==> src/design/knn_pkg.sv <==
// ============================================================================
// knn_pkg : shared types and constants for the k-nearest-neighbor block
// Field widths, register indexes, action codes and inter-module structs.
// ============================================================================
`default_nettype none

package knn_pkg;

  // fixed field widths
  localparam int DIST_W    = 38;
  localparam int ID_W      = 17;
  localparam int CAND_ID_W = 16;
  localparam int RANK_W    = 4;
  localparam int ACT_W     = 2;

  // configuration registers
  localparam int KREG_W    = 5;
  localparam int DREG_W    = 7;
  localparam int CFG_W     = 7;
  localparam int CFG_IDX_W = 1;

  localparam logic [CFG_IDX_W-1:0] REG_K_IN_USE    = 1'b0;
  localparam logic [CFG_IDX_W-1:0] REG_DIMS_IN_USE = 1'b1;

  localparam logic [KREG_W-1:0] K_RESET    = 5'd16;
  localparam logic [DREG_W-1:0] DIMS_RESET = 7'd8;

  // parameter defaults
  localparam int DEF_MAX_K      = 16;
  localparam int DEF_MAX_DIMS   = 64;
  localparam int DEF_COORD_BITS = 16;

  typedef logic [DIST_W-1:0] dist_t;
  typedef logic [ID_W-1:0]   id_t;

  localparam dist_t DIST_ONES = '1;
  localparam id_t   ID_EMPTY  = '1;

  typedef enum logic [ACT_W-1:0] {
    ACT_QUERY = 2'd0,
    ACT_CAND  = 2'd1,
    ACT_CLEAR = 2'd2,
    ACT_READ  = 2'd3
  } action_e;

  typedef struct packed {
    dist_t distance;
    id_t   id;
  } entry_t;

  // distance unit -> sequencer
  typedef struct packed {
    logic  valid;   // one candidate coordinate finished
    logic  insert;  // point complete and not excluded
    dist_t distance;
    id_t   id;
  } dist_res_t;

  // sequencer -> list
  typedef struct packed {
    logic  ins;
    logic  rd;
    logic  clr;
    dist_t distance;
    id_t   id;
  } list_cmd_t;

endpackage

`default_nettype wire

==> src/design/knn_sorted_topk_distance.sv <==
// ============================================================================
// knn_sorted_topk_distance : brute-force k-nearest-neighbor search
// Squared Euclidean distance of streamed candidates against a stored query,
// kept in a sorted top-k list of (distance, id).
// ============================================================================
// Items are taken one at a time; in_ready_o drops while an item is in work.
// A query coordinate or a clear is taken without leaving the idle state. A
// candidate coordinate passes through a registered read of the query store,
// one COORD_BITS x COORD_BITS multiply and one saturating 38-bit add. On the
// last coordinate of a point that is not excluded, the list insertion
// follows: a single comparator walks the list from the tail, moving one
// entry down per cycle through the list store (one write and one read port).
// A read passes each entry through the registered store read, then the
// output register, and holds it while out_ready_i stays low. Entries come out
// in rank order with last_o on the final one. Distances saturate at all ones;
// an empty slot reads as all-ones distance and id -1. Clear takes effect at
// once (per-slot valid bits), so there is no clearing pass after reset.
// ============================================================================
`default_nettype none

module knn_sorted_topk_distance #(
  parameter int MAX_K      = knn_pkg::DEF_MAX_K,
  parameter int MAX_DIMS   = knn_pkg::DEF_MAX_DIMS,
  parameter int COORD_BITS = knn_pkg::DEF_COORD_BITS
) (
  input  logic                           clk_i,
  input  logic                           rst_ni,
  // configuration write port
  input  logic                           cfg_we_i,
  input  logic [knn_pkg::CFG_IDX_W-1:0]  cfg_idx_i,
  input  logic [knn_pkg::CFG_W-1:0]      cfg_data_i,
  // input items
  input  logic                           in_valid_i,
  output logic                           in_ready_o,
  input  logic [knn_pkg::ACT_W-1:0]      action_i,
  input  logic [COORD_BITS-1:0]          coordinate_i,
  input  logic [knn_pkg::CAND_ID_W-1:0]  candidate_id_i,
  input  logic                           exclude_i,
  // result items
  output logic                           out_valid_o,
  input  logic                           out_ready_i,
  output logic [knn_pkg::RANK_W-1:0]     rank_o,
  output knn_pkg::dist_t                 neighbor_distance_o,
  output knn_pkg::id_t                   neighbor_id_o,
  output logic                           last_o
);
  import knn_pkg::*;

  localparam int KIDX_W = (MAX_K > 1) ? $clog2(MAX_K) : 1;

  // top sequencer: idle, waiting on the distance unit, waiting on the list
  typedef enum logic [2:0] {
    T_IDLE = 3'b001,
    T_DIST = 3'b010,
    T_LIST = 3'b100
  } tstate_e;

  tstate_e st_q, st_d;

  logic [KREG_W-1:0] k_in_use_q;
  logic [DREG_W-1:0] dims_in_use_q;
  logic [KIDX_W-1:0] last_idx;
  logic [DREG_W-1:0] dims_eff;

  logic      in_fire;
  action_e   act;
  logic      q_we, c_go;
  dist_res_t dres;
  list_cmd_t lcmd;
  logic      lst_busy;

  // ---------------------------------------------------------------------------
  // Configuration registers
  // ---------------------------------------------------------------------------
  always_ff @(posedge clk_i or negedge rst_ni) begin
    if (!rst_ni) begin
      k_in_use_q    <= K_RESET;
      dims_in_use_q <= DIMS_RESET;
    end else if (cfg_we_i) begin
      case (cfg_idx_i)
        REG_K_IN_USE:    k_in_use_q    <= cfg_data_i[KREG_W-1:0];
        REG_DIMS_IN_USE: dims_in_use_q <= cfg_data_i[DREG_W-1:0];
        default: ;
      endcase
    end
  end

  // Zero acts as one, anything above the build maximum acts as the maximum.
  always_comb begin
    if (k_in_use_q == '0) begin
      last_idx = '0;
    end else if (int'(k_in_use_q) > MAX_K) begin
      last_idx = KIDX_W'(MAX_K - 1);
    end else begin
      last_idx = KIDX_W'(k_in_use_q - KREG_W'(1));
    end
    if (dims_in_use_q == '0) begin
      dims_eff = DREG_W'(1);
    end else if (int'(dims_in_use_q) > MAX_DIMS) begin
      dims_eff = DREG_W'(MAX_DIMS);
    end else begin
      dims_eff = dims_in_use_q;
    end
  end

  // ---------------------------------------------------------------------------
  // Item sequencer
  // ---------------------------------------------------------------------------
  assign in_ready_o = (st_q == T_IDLE);
  assign in_fire    = in_valid_i & in_ready_o;
  assign act        = action_e'(action_i);

  always_comb begin
    st_d          = st_q;
    q_we          = 1'b0;
    c_go          = 1'b0;
    lcmd.ins      = 1'b0;
    lcmd.rd       = 1'b0;
    lcmd.clr      = 1'b0;
    lcmd.distance = dres.distance;
    lcmd.id       = dres.id;
    case (st_q)
      T_IDLE: begin
        if (in_fire) begin
          case (act)
            ACT_QUERY: q_we = 1'b1;
            ACT_CAND: begin
              c_go = 1'b1;
              st_d = T_DIST;
            end
            ACT_CLEAR: lcmd.clr = 1'b1;
            ACT_READ: begin
              lcmd.rd = 1'b1;
              st_d    = T_LIST;
            end
            default: ;
          endcase
        end
      end
      T_DIST: begin
        if (dres.valid) begin
          if (dres.insert) begin
            lcmd.ins = 1'b1;
            st_d     = T_LIST;
          end else begin
            st_d = T_IDLE;
          end
        end
      end
      T_LIST: begin
        if (!lst_busy) begin
          st_d = T_IDLE;
        end
      end
      default: begin
        st_d = T_IDLE;
      end
    endcase
  end

  always_ff @(posedge clk_i or negedge rst_ni) begin
    if (!rst_ni) begin
      st_q <= T_IDLE;
    end else begin
      st_q <= st_d;
    end
  end

  // ---------------------------------------------------------------------------
  // Datapath
  // ---------------------------------------------------------------------------
  knn_dist_unit #(
    .MAX_DIMS   (MAX_DIMS),
    .COORD_BITS (COORD_BITS)
  ) u_dist (
    .clk_i        (clk_i),
    .rst_ni       (rst_ni),
    .q_we_i       (q_we),
    .c_go_i       (c_go),
    .coordinate_i (coordinate_i),
    .cand_id_i    (candidate_id_i),
    .exclude_i    (exclude_i),
    .dims_i       (dims_eff),
    .res_o        (dres)
  );

  knn_topk_list #(
    .MAX_K (MAX_K)
  ) u_list (
    .clk_i               (clk_i),
    .rst_ni              (rst_ni),
    .cmd_i               (lcmd),
    .last_idx_i          (last_idx),
    .busy_o              (lst_busy),
    .out_valid_o         (out_valid_o),
    .out_ready_i         (out_ready_i),
    .rank_o              (rank_o),
    .neighbor_distance_o (neighbor_distance_o),
    .neighbor_id_o       (neighbor_id_o),
    .last_o              (last_o)
  );

  // ---------------------------------------------------------------------------
  // Assertions
  // ---------------------------------------------------------------------------
  a_ins_when_idle: assert property (@(posedge clk_i) disable iff (!rst_ni)
    lcmd.ins |-> !lst_busy)
    else $error("list insert issued while list busy");

  a_out_only_busy: assert property (@(posedge clk_i) disable iff (!rst_ni)
    out_valid_o |-> !in_ready_o)
    else $error("result pending while accepting items");

  a_dist_in_wait: assert property (@(posedge clk_i) disable iff (!rst_ni)
    dres.valid |-> (st_q == T_DIST))
    else $error("distance result outside wait state");

  a_read_blocks: assert property (@(posedge clk_i) disable iff (!rst_ni)
    (in_fire && act == ACT_READ) |=> (!in_ready_o && lst_busy))
    else $error("read item did not start list readout");

endmodule

`default_nettype wire

==> src/design/knn_dist_unit.sv <==
// ============================================================================
// knn_dist_unit : query store and squared-distance accumulator
// Holds the query point, squares one coordinate difference per pass and
// sums into a saturating distance accumulator.
// ============================================================================
`default_nettype none

module knn_dist_unit #(
  parameter int MAX_DIMS   = knn_pkg::DEF_MAX_DIMS,
  parameter int COORD_BITS = knn_pkg::DEF_COORD_BITS
) (
  input  logic                           clk_i,
  input  logic                           rst_ni,
  input  logic                           q_we_i,
  input  logic                           c_go_i,
  input  logic [COORD_BITS-1:0]          coordinate_i,
  input  logic [knn_pkg::CAND_ID_W-1:0]  cand_id_i,
  input  logic                           exclude_i,
  input  logic [knn_pkg::DREG_W-1:0]     dims_i,
  output knn_pkg::dist_res_t             res_o
);
  import knn_pkg::*;

  localparam int QIDX_W = (MAX_DIMS > 1) ? $clog2(MAX_DIMS) : 1;
  localparam int SQ_W   = 2 * COORD_BITS;
  localparam int SUM_W  = ((SQ_W > DIST_W) ? SQ_W : DIST_W) + 1;

  logic [COORD_BITS-1:0] qmem [MAX_DIMS];
  logic [COORD_BITS-1:0] qrd_q;
  logic [COORD_BITS-1:0] cand_q;
  logic [CAND_ID_W-1:0]  id_q;
  logic                  excl_q;
  logic [SQ_W-1:0]       sq_q;
  logic                  mul_q, add_q;

  logic [DREG_W-1:0] qcnt_q, qcnt_d, ccnt_q, ccnt_d;
  logic [DREG_W-1:0] qcnt_inc, ccnt_inc;
  dist_t             acc_q, acc_d;

  logic signed [COORD_BITS:0] diff;
  logic [COORD_BITS:0]        mag_full;
  logic [COORD_BITS-1:0]      mag;
  logic [SUM_W-1:0]           sum;
  dist_t                      sat;
  logic                       pt_end;

  // |diff| never exceeds 2^COORD_BITS - 1
  assign diff     = $signed({cand_q[COORD_BITS-1], cand_q})
                  - $signed({qrd_q[COORD_BITS-1], qrd_q});
  assign mag_full = diff[COORD_BITS] ? unsigned'(-diff) : unsigned'(diff);
  assign mag      = mag_full[COORD_BITS-1:0];

  assign sum      = SUM_W'(sq_q) + SUM_W'(acc_q);
  assign sat      = (sum > SUM_W'(DIST_ONES)) ? DIST_ONES : sum[DIST_W-1:0];

  assign qcnt_inc = qcnt_q + DREG_W'(1);
  assign ccnt_inc = ccnt_q + DREG_W'(1);
  assign pt_end   = (ccnt_inc >= dims_i);

  always_comb begin
    qcnt_d = qcnt_q;
    ccnt_d = ccnt_q;
    acc_d  = acc_q;
    if (q_we_i) begin
      qcnt_d = (qcnt_inc >= dims_i) ? '0 : qcnt_inc;
    end
    if (add_q) begin
      if (pt_end) begin
        ccnt_d = '0;
        acc_d  = '0;
      end else begin
        ccnt_d = ccnt_inc;
        acc_d  = sat;
      end
    end
  end

  always_ff @(posedge clk_i or negedge rst_ni) begin
    if (!rst_ni) begin
      qcnt_q <= '0;
      ccnt_q <= '0;
      acc_q  <= '0;
      mul_q  <= 1'b0;
      add_q  <= 1'b0;
    end else begin
      qcnt_q <= qcnt_d;
      ccnt_q <= ccnt_d;
      acc_q  <= acc_d;
      mul_q  <= c_go_i;
      add_q  <= mul_q;
    end
  end

  // query store: one write, one registered read
  always_ff @(posedge clk_i) begin
    if (q_we_i) begin
      qmem[qcnt_q[QIDX_W-1:0]] <= coordinate_i;
    end
    qrd_q <= qmem[ccnt_q[QIDX_W-1:0]];
  end

  always_ff @(posedge clk_i) begin
    if (c_go_i) begin
      cand_q <= coordinate_i;
      id_q   <= cand_id_i;
      excl_q <= exclude_i;
    end
    if (mul_q) begin
      sq_q <= SQ_W'(mag) * SQ_W'(mag);
    end
  end

  assign res_o.valid    = add_q;
  assign res_o.insert   = add_q & pt_end & ~excl_q;
  assign res_o.distance = sat;
  assign res_o.id       = ID_W'(id_q);

endmodule

`default_nettype wire

==> src/design/knn_topk_list.sv <==
// ============================================================================
// knn_topk_list : sorted neighbor list with one shared comparator
// Insertion walks from the tail, shifting larger entries down one slot per
// cycle; reads stream entries out in rank order.
// ============================================================================
`default_nettype none

module knn_topk_list #(
  parameter int MAX_K = knn_pkg::DEF_MAX_K,
  localparam int KIDX_W = (MAX_K > 1) ? $clog2(MAX_K) : 1
) (
  input  logic                        clk_i,
  input  logic                        rst_ni,
  input  knn_pkg::list_cmd_t          cmd_i,
  input  logic [KIDX_W-1:0]           last_idx_i,
  output logic                        busy_o,
  output logic                        out_valid_o,
  input  logic                        out_ready_i,
  output logic [knn_pkg::RANK_W-1:0]  rank_o,
  output knn_pkg::dist_t              neighbor_distance_o,
  output knn_pkg::id_t                neighbor_id_o,
  output logic                        last_o
);
  import knn_pkg::*;

  typedef enum logic [5:0] {
    L_IDLE  = 6'b000001,
    L_CHK   = 6'b000010,
    L_STEP  = 6'b000100,
    L_PUT   = 6'b001000,
    L_RWAIT = 6'b010000,
    L_OUT   = 6'b100000
  } lstate_e;

  localparam entry_t EMPTY_ENT = '{distance: DIST_ONES, id: ID_EMPTY};

  lstate_e st_q, st_d;

  entry_t            mem [MAX_K];
  entry_t            rdat_q;
  logic              rvld_q;
  logic [MAX_K-1:0]  vld_q, vld_d;

  logic [KIDX_W-1:0] idx_q, idx_d, raddr, idx_dec, idx_dec2, idx_inc;
  logic              we;
  entry_t            wdat, rent, new_ent;
  dist_t             d_q;
  id_t               id_q;
  logic              lt;
  logic              ov_q, ov_d, ld_out;

  logic [RANK_W-1:0] rank_q;
  dist_t             odist_q;
  id_t               oid_q;
  logic              olast_q;

  // slot never written since the last clear reads as empty
  assign rent     = rvld_q ? rdat_q : EMPTY_ENT;
  assign new_ent  = '{distance: d_q, id: id_q};
  assign lt       = (d_q < rent.distance);   // the shared comparator
  assign idx_dec  = idx_q - KIDX_W'(1);
  assign idx_dec2 = idx_q - KIDX_W'(2);
  assign idx_inc  = idx_q + KIDX_W'(1);

  always_comb begin
    st_d   = st_q;
    idx_d  = idx_q;
    raddr  = idx_q;
    we     = 1'b0;
    wdat   = new_ent;
    vld_d  = vld_q;
    ov_d   = ov_q;
    ld_out = 1'b0;
    case (st_q)
      L_IDLE: begin
        if (cmd_i.clr) begin
          vld_d = '0;
        end
        if (cmd_i.ins) begin
          raddr = last_idx_i;
          idx_d = last_idx_i;
          st_d  = L_CHK;
        end else if (cmd_i.rd) begin
          raddr = '0;
          idx_d = '0;
          st_d  = L_RWAIT;
        end
      end
      L_CHK: begin
        if (!lt) begin
          st_d = L_IDLE;
        end else if (idx_q == '0) begin
          we   = 1'b1;
          st_d = L_IDLE;
        end else begin
          raddr = idx_dec;
          st_d  = L_STEP;
        end
      end
      L_STEP: begin
        we = 1'b1;
        if (lt) begin
          wdat  = rent;
          idx_d = idx_dec;
          if (idx_dec == '0) begin
            st_d = L_PUT;
          end else begin
            raddr = idx_dec2;
          end
        end else begin
          st_d = L_IDLE;
        end
      end
      L_PUT: begin
        we   = 1'b1;
        st_d = L_IDLE;
      end
      L_RWAIT: begin
        ld_out = 1'b1;
        ov_d   = 1'b1;
        st_d   = L_OUT;
      end
      L_OUT: begin
        if (out_ready_i) begin
          ov_d = 1'b0;
          if (idx_q == last_idx_i) begin
            st_d = L_IDLE;
          end else begin
            idx_d = idx_inc;
            raddr = idx_inc;
            st_d  = L_RWAIT;
          end
        end
      end
      default: begin
        st_d = L_IDLE;
      end
    endcase
    if (we) begin
      vld_d[idx_q] = 1'b1;
    end
  end

  always_ff @(posedge clk_i or negedge rst_ni) begin
    if (!rst_ni) begin
      st_q   <= L_IDLE;
      vld_q  <= '0;
      ov_q   <= 1'b0;
      idx_q  <= '0;
      rvld_q <= 1'b0;
    end else begin
      st_q   <= st_d;
      vld_q  <= vld_d;
      ov_q   <= ov_d;
      idx_q  <= idx_d;
      rvld_q <= vld_q[raddr];
    end
  end

  // list store: one write, one registered read
  always_ff @(posedge clk_i) begin
    if (we) begin
      mem[idx_q] <= wdat;
    end
    rdat_q <= mem[raddr];
  end

  always_ff @(posedge clk_i) begin
    if (st_q == L_IDLE && cmd_i.ins) begin
      d_q  <= cmd_i.distance;
      id_q <= cmd_i.id;
    end
    if (ld_out) begin
      rank_q  <= RANK_W'(idx_q);
      odist_q <= rent.distance;
      oid_q   <= rent.id;
      olast_q <= (idx_q == last_idx_i);
    end
  end

  assign busy_o              = (st_q != L_IDLE);
  assign out_valid_o         = ov_q;
  assign rank_o              = rank_q;
  assign neighbor_distance_o = odist_q;
  assign neighbor_id_o       = oid_q;
  assign last_o              = olast_q;

endmodule

`default_nettype wire
==> config.mk <==
export PLATFORM = sky130hd
export DESIGN_NAME = knn_sorted_topk_distance
export DESIGN_NICKNAME = d
export VERILOG_FILES = /design/src/design/knn_pkg.sv /design/src/design/knn_sorted_topk_distance.sv /design/src/design/knn_dist_unit.sv /design/src/design/knn_topk_list.sv
export SDC_FILE = /design/constraint.sdc
export NUM_CORES = 2
export LEC_CHECK = 0
export BUFFER_PORTS_ARGS = -buffer_cell sky130_fd_sc_hd__buf_2
export CAP_MARGIN = 0
export CORE_UTILIZATION = 45
export CTS_CLUSTER_DIAMETER = 30
export DETAILED_ROUTE_END_ITERATION = 10
export GPL_ROUTABILITY_DRIVEN = 1
export GPL_TIMING_DRIVEN = 0
export SYNTH_ARGS = -nofsm -noshare
export SYNTH_HDL_FRONTEND = slang
export SYNTH_SLANG_ARGS = --single-unit
==> constraint.sdc <==
create_clock -name clk_i -period 19.1 [get_ports clk_i]
set_input_delay 2.865 -clock clk_i [delete_from_list [all_inputs] [get_ports clk_i]]
set_output_delay 2.865 -clock clk_i [all_outputs]
set_load 0.005 [all_outputs]
Word level (Yosys, flattened, before mapping)
Memories as Yosys holds them, arrays and structs flattened. A register that Yosys moved wholly into a read port is not among the register bits.
Cells that the tools add are included.
Word-level totals
  register bits after elaboration: 276
  RAM bits: 1904
  logic and storage cells: 156
  memories kept: 2
Cells by class
  add/subtract/negate cells: 9
  $mul: 1
  magnitude comparators: 9
  equal/unequal tests: 22
  muxes and demuxes: 68
  bitwise operators: 6
  reduce and logical (&&, ||, !) cells: 16
Memory list
  u_dist.qmem: words 64, bits a word 16, rd ports 1, clocked after memory_dff 1, write ports 1, line knn_dist_unit.sv:28  | logic [COORD_BITS-1:0] qmem [MAX_DIMS];
  u_list.mem: words 16, bits a word 55, rd ports 1, clocked after memory_dff 1, write ports 1, line knn_topk_list.sv:39  | entry_t mem [MAX_K];
Operator list (number)
  55-bit 2-to-1 mux: 3
  38-bit 2-to-1 mux: 2
  16-bit 2-to-1 mux: 4
  4-bit 2-to-1 mux: 11
  32-bit by 38-bit adder with 39-bit output: 1
  39-bit by 38-bit > comparator with 1-bit output, second input constant: 1
  38-bit < comparator: 1
  6-bit 2-to-1 mux: 6
  16-bit by 16-bit multiplier with 32-bit output: 1
  6-bit case mux with 5 select lines: 1
  7-bit 2-to-1 mux: 4
  1-bit 2-to-1 mux: 21
  16-bit by 16-bit subtractor with 17-bit output: 1
  16-bit negator: 1
  16-bit bitwise OR: 1
  4-bit case mux with 4 select lines: 1
  3-bit 2-to-1 mux: 5
  7-bit by 1-bit adder with 7-bit output, second input constant: 2
  7-bit >= comparator: 2
  4-bit case mux with 3 select lines: 1
  4-bit by 5-bit < comparator with 1-bit output, second input constant: 2
  3-bit case mux with 3 select lines: 1
  4-bit zero test: 2
  2-bit AND reduction: 4
  other kinds (41): 52

Logic depth before layout (Yosys ltp)
  depth after elaboration: 13
  mapped depth: 40
  mapped depth without buffers: 39

Cells and area by module
From an unflattened synthesis, not the netlist that was laid out.
Unflattened totals
  cell total of the unflattened synthesis: 5252
  area total of the unflattened synthesis: 96630.2 um2
Modules (own cells, without submodules)
  knn_dist_unit: times used 1, cells each 3132, area an instance 53906.7 um2, seq. area each 34342.9 um2
  knn_topk_list: times used 1, cells each 2038, area an instance 41878.9 um2, seq. area each 31681.6 um2
  knn_sorted_topk_distance: times used 1, cells each 82, area an instance 844.6 um2, seq. area each 379.1 um2

Worst setup path after synthesis
OpenSTA, ideal clock, no wires.
  path type: register to register
  from: register u_dist.cand_q[0]
  to: register u_dist.sq_q[31] (data pin)
  setup time: 0.268 ns
  arrival time: 9.012 ns
  data required time: 18.832 ns
  setup slack: 9.820 ns
  cell stages (with the launch flop): 38
  buffers on the path: 0
  clock period less this slack: 9.280 ns
  path through: edfxtp_1 -> inv_1 -> ha_1 -> fa_1 -> nor2b_1 -> o31a_1 -> o22ai_1 -> a2111oi_0 -> o21ai_1 -> nor3b_1 -> mux2i_1 -> nor2_1 -> xor2_1 -> clkinv_1 -> nand2_1 -> inv_1 -> fa_1 -> inv_1 -> (+2 left out) -> fa_1 -> inv_1 -> fa_1 -> fa_1 -> fa_1 -> inv_1 -> ha_1 -> o21a_1 -> o21a_1 -> a31oi_1 -> nor2b_1 -> a21oi_1 -> o21a_1 -> o21ai_0 -> or3b_2 -> a21o_1 -> a21oi_1 -> xnor3_1
Between the ends
  cells in the longest elaborated chain, start to end: 4
Ends and longest elaborated chain
  from (decl): line knn_dist_unit.sv:30  | logic [COORD_BITS-1:0] cand_q;
  from (signal assigned): line knn_dist_unit.sv:104  | cand_q <= coordinate_i;
  16-bit by 16-bit subtractor with 17-bit output (*): line knn_dist_unit.sv:49  | - $signed({qrd_q[COORD_BITS-1], qrd_q});
  16-bit negator: line knn_dist_unit.sv:50  | assign mag_full = diff[COORD_BITS] ? unsigned'(-diff) : unsigned'(diff);
  16-bit 2-to-1 mux (*): line knn_dist_unit.sv:50
  16-bit by 16-bit multiplier with 32-bit output (*): line knn_dist_unit.sv:109  | sq_q <= SQ_W'(mag) * SQ_W'(mag);
  to (signal assigned): line knn_dist_unit.sv:109
  to (decl): line knn_dist_unit.sv:33  | logic [SQ_W-1:0] sq_q;
Every way passes the cells marked *; elsewhere a longest branch is shown, timed or not.
A chain may end at the register's enable or synchronous reset.

Worst setup path in the final report
Same ends and word-level chain as after synthesis.

==> out/qor.csv <==
metric;value;unit
status;complete, but fails checks;
failing checks;DRC;
Crit path largest cell delay;960;ps
antenna violations before repair;5;
DRC Markers;31;
htree depth;5;
syn_area_per_cell;17.30;sq um
Final GP Congestion;0.8445;
Worst-Skew Late Latency;960;ps
Critical-path top delay cell;xor2_1;
area of the multi-input gates;27750;sq um
Max Slew Vio Count;0;
Clk pin slew, worst setup/hold paths;50;ps
die width;464.3;microns
worst setup path class;reg2reg;
Final Cycle Share;60.85;%
Synth Register Bits;2250;
DR pass1 iterations;9;
worst setup path endpoint;u_dist.sq_q[31];
kind of end point of the critical path;register;
final hold vios;0;
yosys warns;0;
Worst Reg2Reg Path Length in Cells;37;
worst hold path type;reg2reg;
1st-iter DRT viols;4973;
most frequent cells in the layout;edfxtp_1 (2082), mux2i_1 (452), clkbuf_16 (435);
total number of vias;53180;
area delta synth->final;21.68;%
standard-cell row count;169;
Die Height;464.3;microns
Clock Sinks;2250;
CTS tree;built;
cell count after synthesis;5561;
sequential element share of the synthesized area;69.01;%
Num CTS Buffers;429;
sum of negative setup slack;0;ps
most frequent CP cell;fa_1;
ys flop type;edfxtp_1;
Clock Skew;82.75;ps
largest net degree at the start of global routing;66;
Routed Antenna Nets;0;
FILL cells;16500;
RSZ-0062 raised after global routing;no;
Ports;110;
Finish-stage setup viols;0;
quantity of hold-fixing buffers added after cts;0;
R2R Path End;u_dist.sq_q[31];
GR Overflow Total;0;
Worst R2R Setup Slack;7480;ps
worst-path maximum fanout;10;
IO buf count;109;
Max-slew headroom;1.714;%
layout cells sized above 1;22.76;%
WP data arrival;12270;ps
core area;212300;sq um
Netlist cell types;88;
Initial Util;45.30;%
fin nets;6647;
required time of the critical path;19750;ps
post-CTS setup buffer count;0;
Fmax achieved;86.04;MHz
final wirelength;251900;microns
worst-margin pin slew;1474;ps
register area;66370;sq um
post-DR wirelength/cell;26.81;microns
origin of the critical flop-to-flop path;u_dist.cand_q[0];
Tmin final;11620;ps
Post-DP HPWL;162900;microns
Syn Std Cell Area;96180;sq um
first-pass GRT wire length;366500;microns
commonest non-fill, non-tap cell in the layout;edfxtp_1;
Resized cells post-CTS;0;
Critical Path Start;u_dist.cand_q[0];
EDFF count, synth;2082;
Synth async-reset ratio;4.311;%
clock buffer depth;4;
Vias/cell;5.660;
type of origin of the critical path;register;
Die ar.;215600;sq um
gr usage total;23.23;%
max-cap violations;0;
CTS root buffer;clkbuf_16;
vias in the first global route;54610;
syn_nets;5980;
state kept, by name, indices dropped and copies added, names as in the netlist, 5 cells and up:
signal                      flops
u_list.id_q                    16
u_list.vld_q                   16
u_list.neighbor_id_o           17
u_list.d_q                     38
u_list.mem                    880
u_dist.sq_q                    31
dims_in_use_q                   7
u_list.st_q                     6
k_in_use_q                      5
u_dist.qmem                  1024
u_dist.id_q                    16
u_dist.acc_q                   38
u_dist.qrd_q                   16
u_dist.qcnt_q                   7
u_dist.ccnt_q                   7
u_list.rdat_q                  55
u_list.neighbor_distance_o     38
u_dist.cand_q                  16
synth_stat cells (6+ instances only):
| master | instances | area share (%) |
|---|---|---|
| nor2b_1 | 22 | 0.14 |
| o21a_1 | 25 | 0.20 |
| or2_2 | 8 | 0.052 |
| o31a_1 | 6 | 0.055 |
| o211ai_1 | 10 | 0.078 |
| or3_1 | 10 | 0.065 |
| fa_1 | 163 | 3.4 |
| clkbuf_1 | 115 | 0.45 |
| buf_1 | 45 | 0.18 |
| mux4_2 | 336 | 7.9 |
| a31oi_1 | 13 | 0.085 |
| a21oi_1 | 87 | 0.45 |
| a211oi_1 | 17 | 0.13 |
| o31ai_1 | 8 | 0.062 |
| nand3_1 | 57 | 0.30 |
| or4_1 | 58 | 0.45 |
| o21ai_0 | 104 | 0.54 |
| buf_4 | 13 | 0.10 |
| nand2b_1 | 82 | 0.53 |
| a21o_1 | 62 | 0.48 |
| ha_1 | 208 | 2.7 |
| and3_1 | 8 | 0.052 |
| and2_1 | 13 | 0.085 |
| buf_6 | 10 | 0.12 |
| buf_2 | 68 | 0.35 |
| nand2_1 | 212 | 0.83 |
| nor2_1 | 229 | 0.89 |
| dfrtp_1 | 93 | 2.4 |
| nor3_1 | 27 | 0.14 |
| nand3b_1 | 6 | 0.047 |
| mux2i_1 | 452 | 4.7 |
| a22o_1 | 41 | 0.37 |
| mux2_2 | 31 | 0.36 |
| xnor2_1 | 62 | 0.56 |
| o22ai_1 | 225 | 1.5 |
| xor2_1 | 35 | 0.32 |
| nand4_1 | 16 | 0.10 |
| clkinv_1 | 6 | 0.023 |
| inv_1 | 311 | 1.2 |
| dfxtp_1 | 71 | 1.5 |
| edfxtp_1 | 2082 | 65 |
| o21ai_1 | 6 | 0.031 |
| o21bai_1 | 11 | 0.086 |
worst max-delay path: cells and delay by family (launching register included):
family,cells,cell delay [ps]
simple gates,6,1400
compound gates,12,3110
mux,1,430
buf+inv,7,1090
flops,1,310
fa+ha+maj,9,3820
xor+xnor,2,1220
worst min-delay path by stage:
stage                    start         endpoint  slack [ps]  cells after the start
6_report        u_dist.id_q[9]   u_list.id_q[9]         420                      0
3_3_place_gp    u_dist.id_q[2]   u_list.id_q[2]         410                      0
5_1_grt        u_dist.id_q[12]  u_list.id_q[12]         420                      0
2_1_floorplan   u_dist.id_q[0]   u_list.id_q[0]         400                      0
4_1_cts        u_dist.id_q[11]  u_list.id_q[11]         420                      0
3_5_place_dp   u_dist.id_q[15]  u_list.id_q[15]         410                      0
kinds of logic (layout without fill, tap and decap cells):
group | after synthesis | in the layout | share of synthesized area, %
flops | 2250 | 2250 | 69.01
mux | 819 | 819 | 12.93
simple gates | 785 | 785 | 4.029
compound gates | 667 | 667 | 4.556
buf+inv | 569 | 1581 | 2.438
fa+ha+maj | 372 | 372 | 6.109
xor+xnor | 99 | 99 | 0.9236
other cells | 0 | 2 | 0
area by class of cell:
cell class / instances / area share (%)
Multi-Input combinational cell: 2742 / 23.71
Buffer: 251 / 0.9836
Timing Repair Buffer: 236 / 2.243
Clock buffer: 499 / 9.592
Antenna cell: 2 / 0.004277
Clock inverter: 277 / 2.711
Tap cell: 2821 / 3.016
Sequential cell: 2250 / 56.72
Inverter: 318 / 1.022
routing by layer:
metal / up-vias / share of wire [%] / routed length [microns] / track usage, %
met5: - / 0.0048 / 12 / 0
met4: 2 / 2.9 / 7246 / 7.325
met3: 437 / 6.2 / 15690 / 3.714
met2: 1915 / 50 / 125800 / 39.23
met1: 27650 / 41 / 103200 / 30.83
li1: 23180 / - / - / -
stage by stage:
step                      setup WS (ps)  cell area (sq um)  utilization, %  cells  hold WS [ps]
after global routing               6781             117000           55.12   9395         424.6
after detailed placement           7297             102600           48.33   8618         409.7
after CTS                          7339             117000           55.11   9394         419.8
after floorplan                    9820              96180               -   5561         400.3
after global placement             3857             100300           47.22   8491         409.5
final                              7477             117000           55.12   9396         418.2
Power is left out: the tool's default activity adds up to more than one toggle a clock period on the data nets, which glitch-free logic cannot reach.
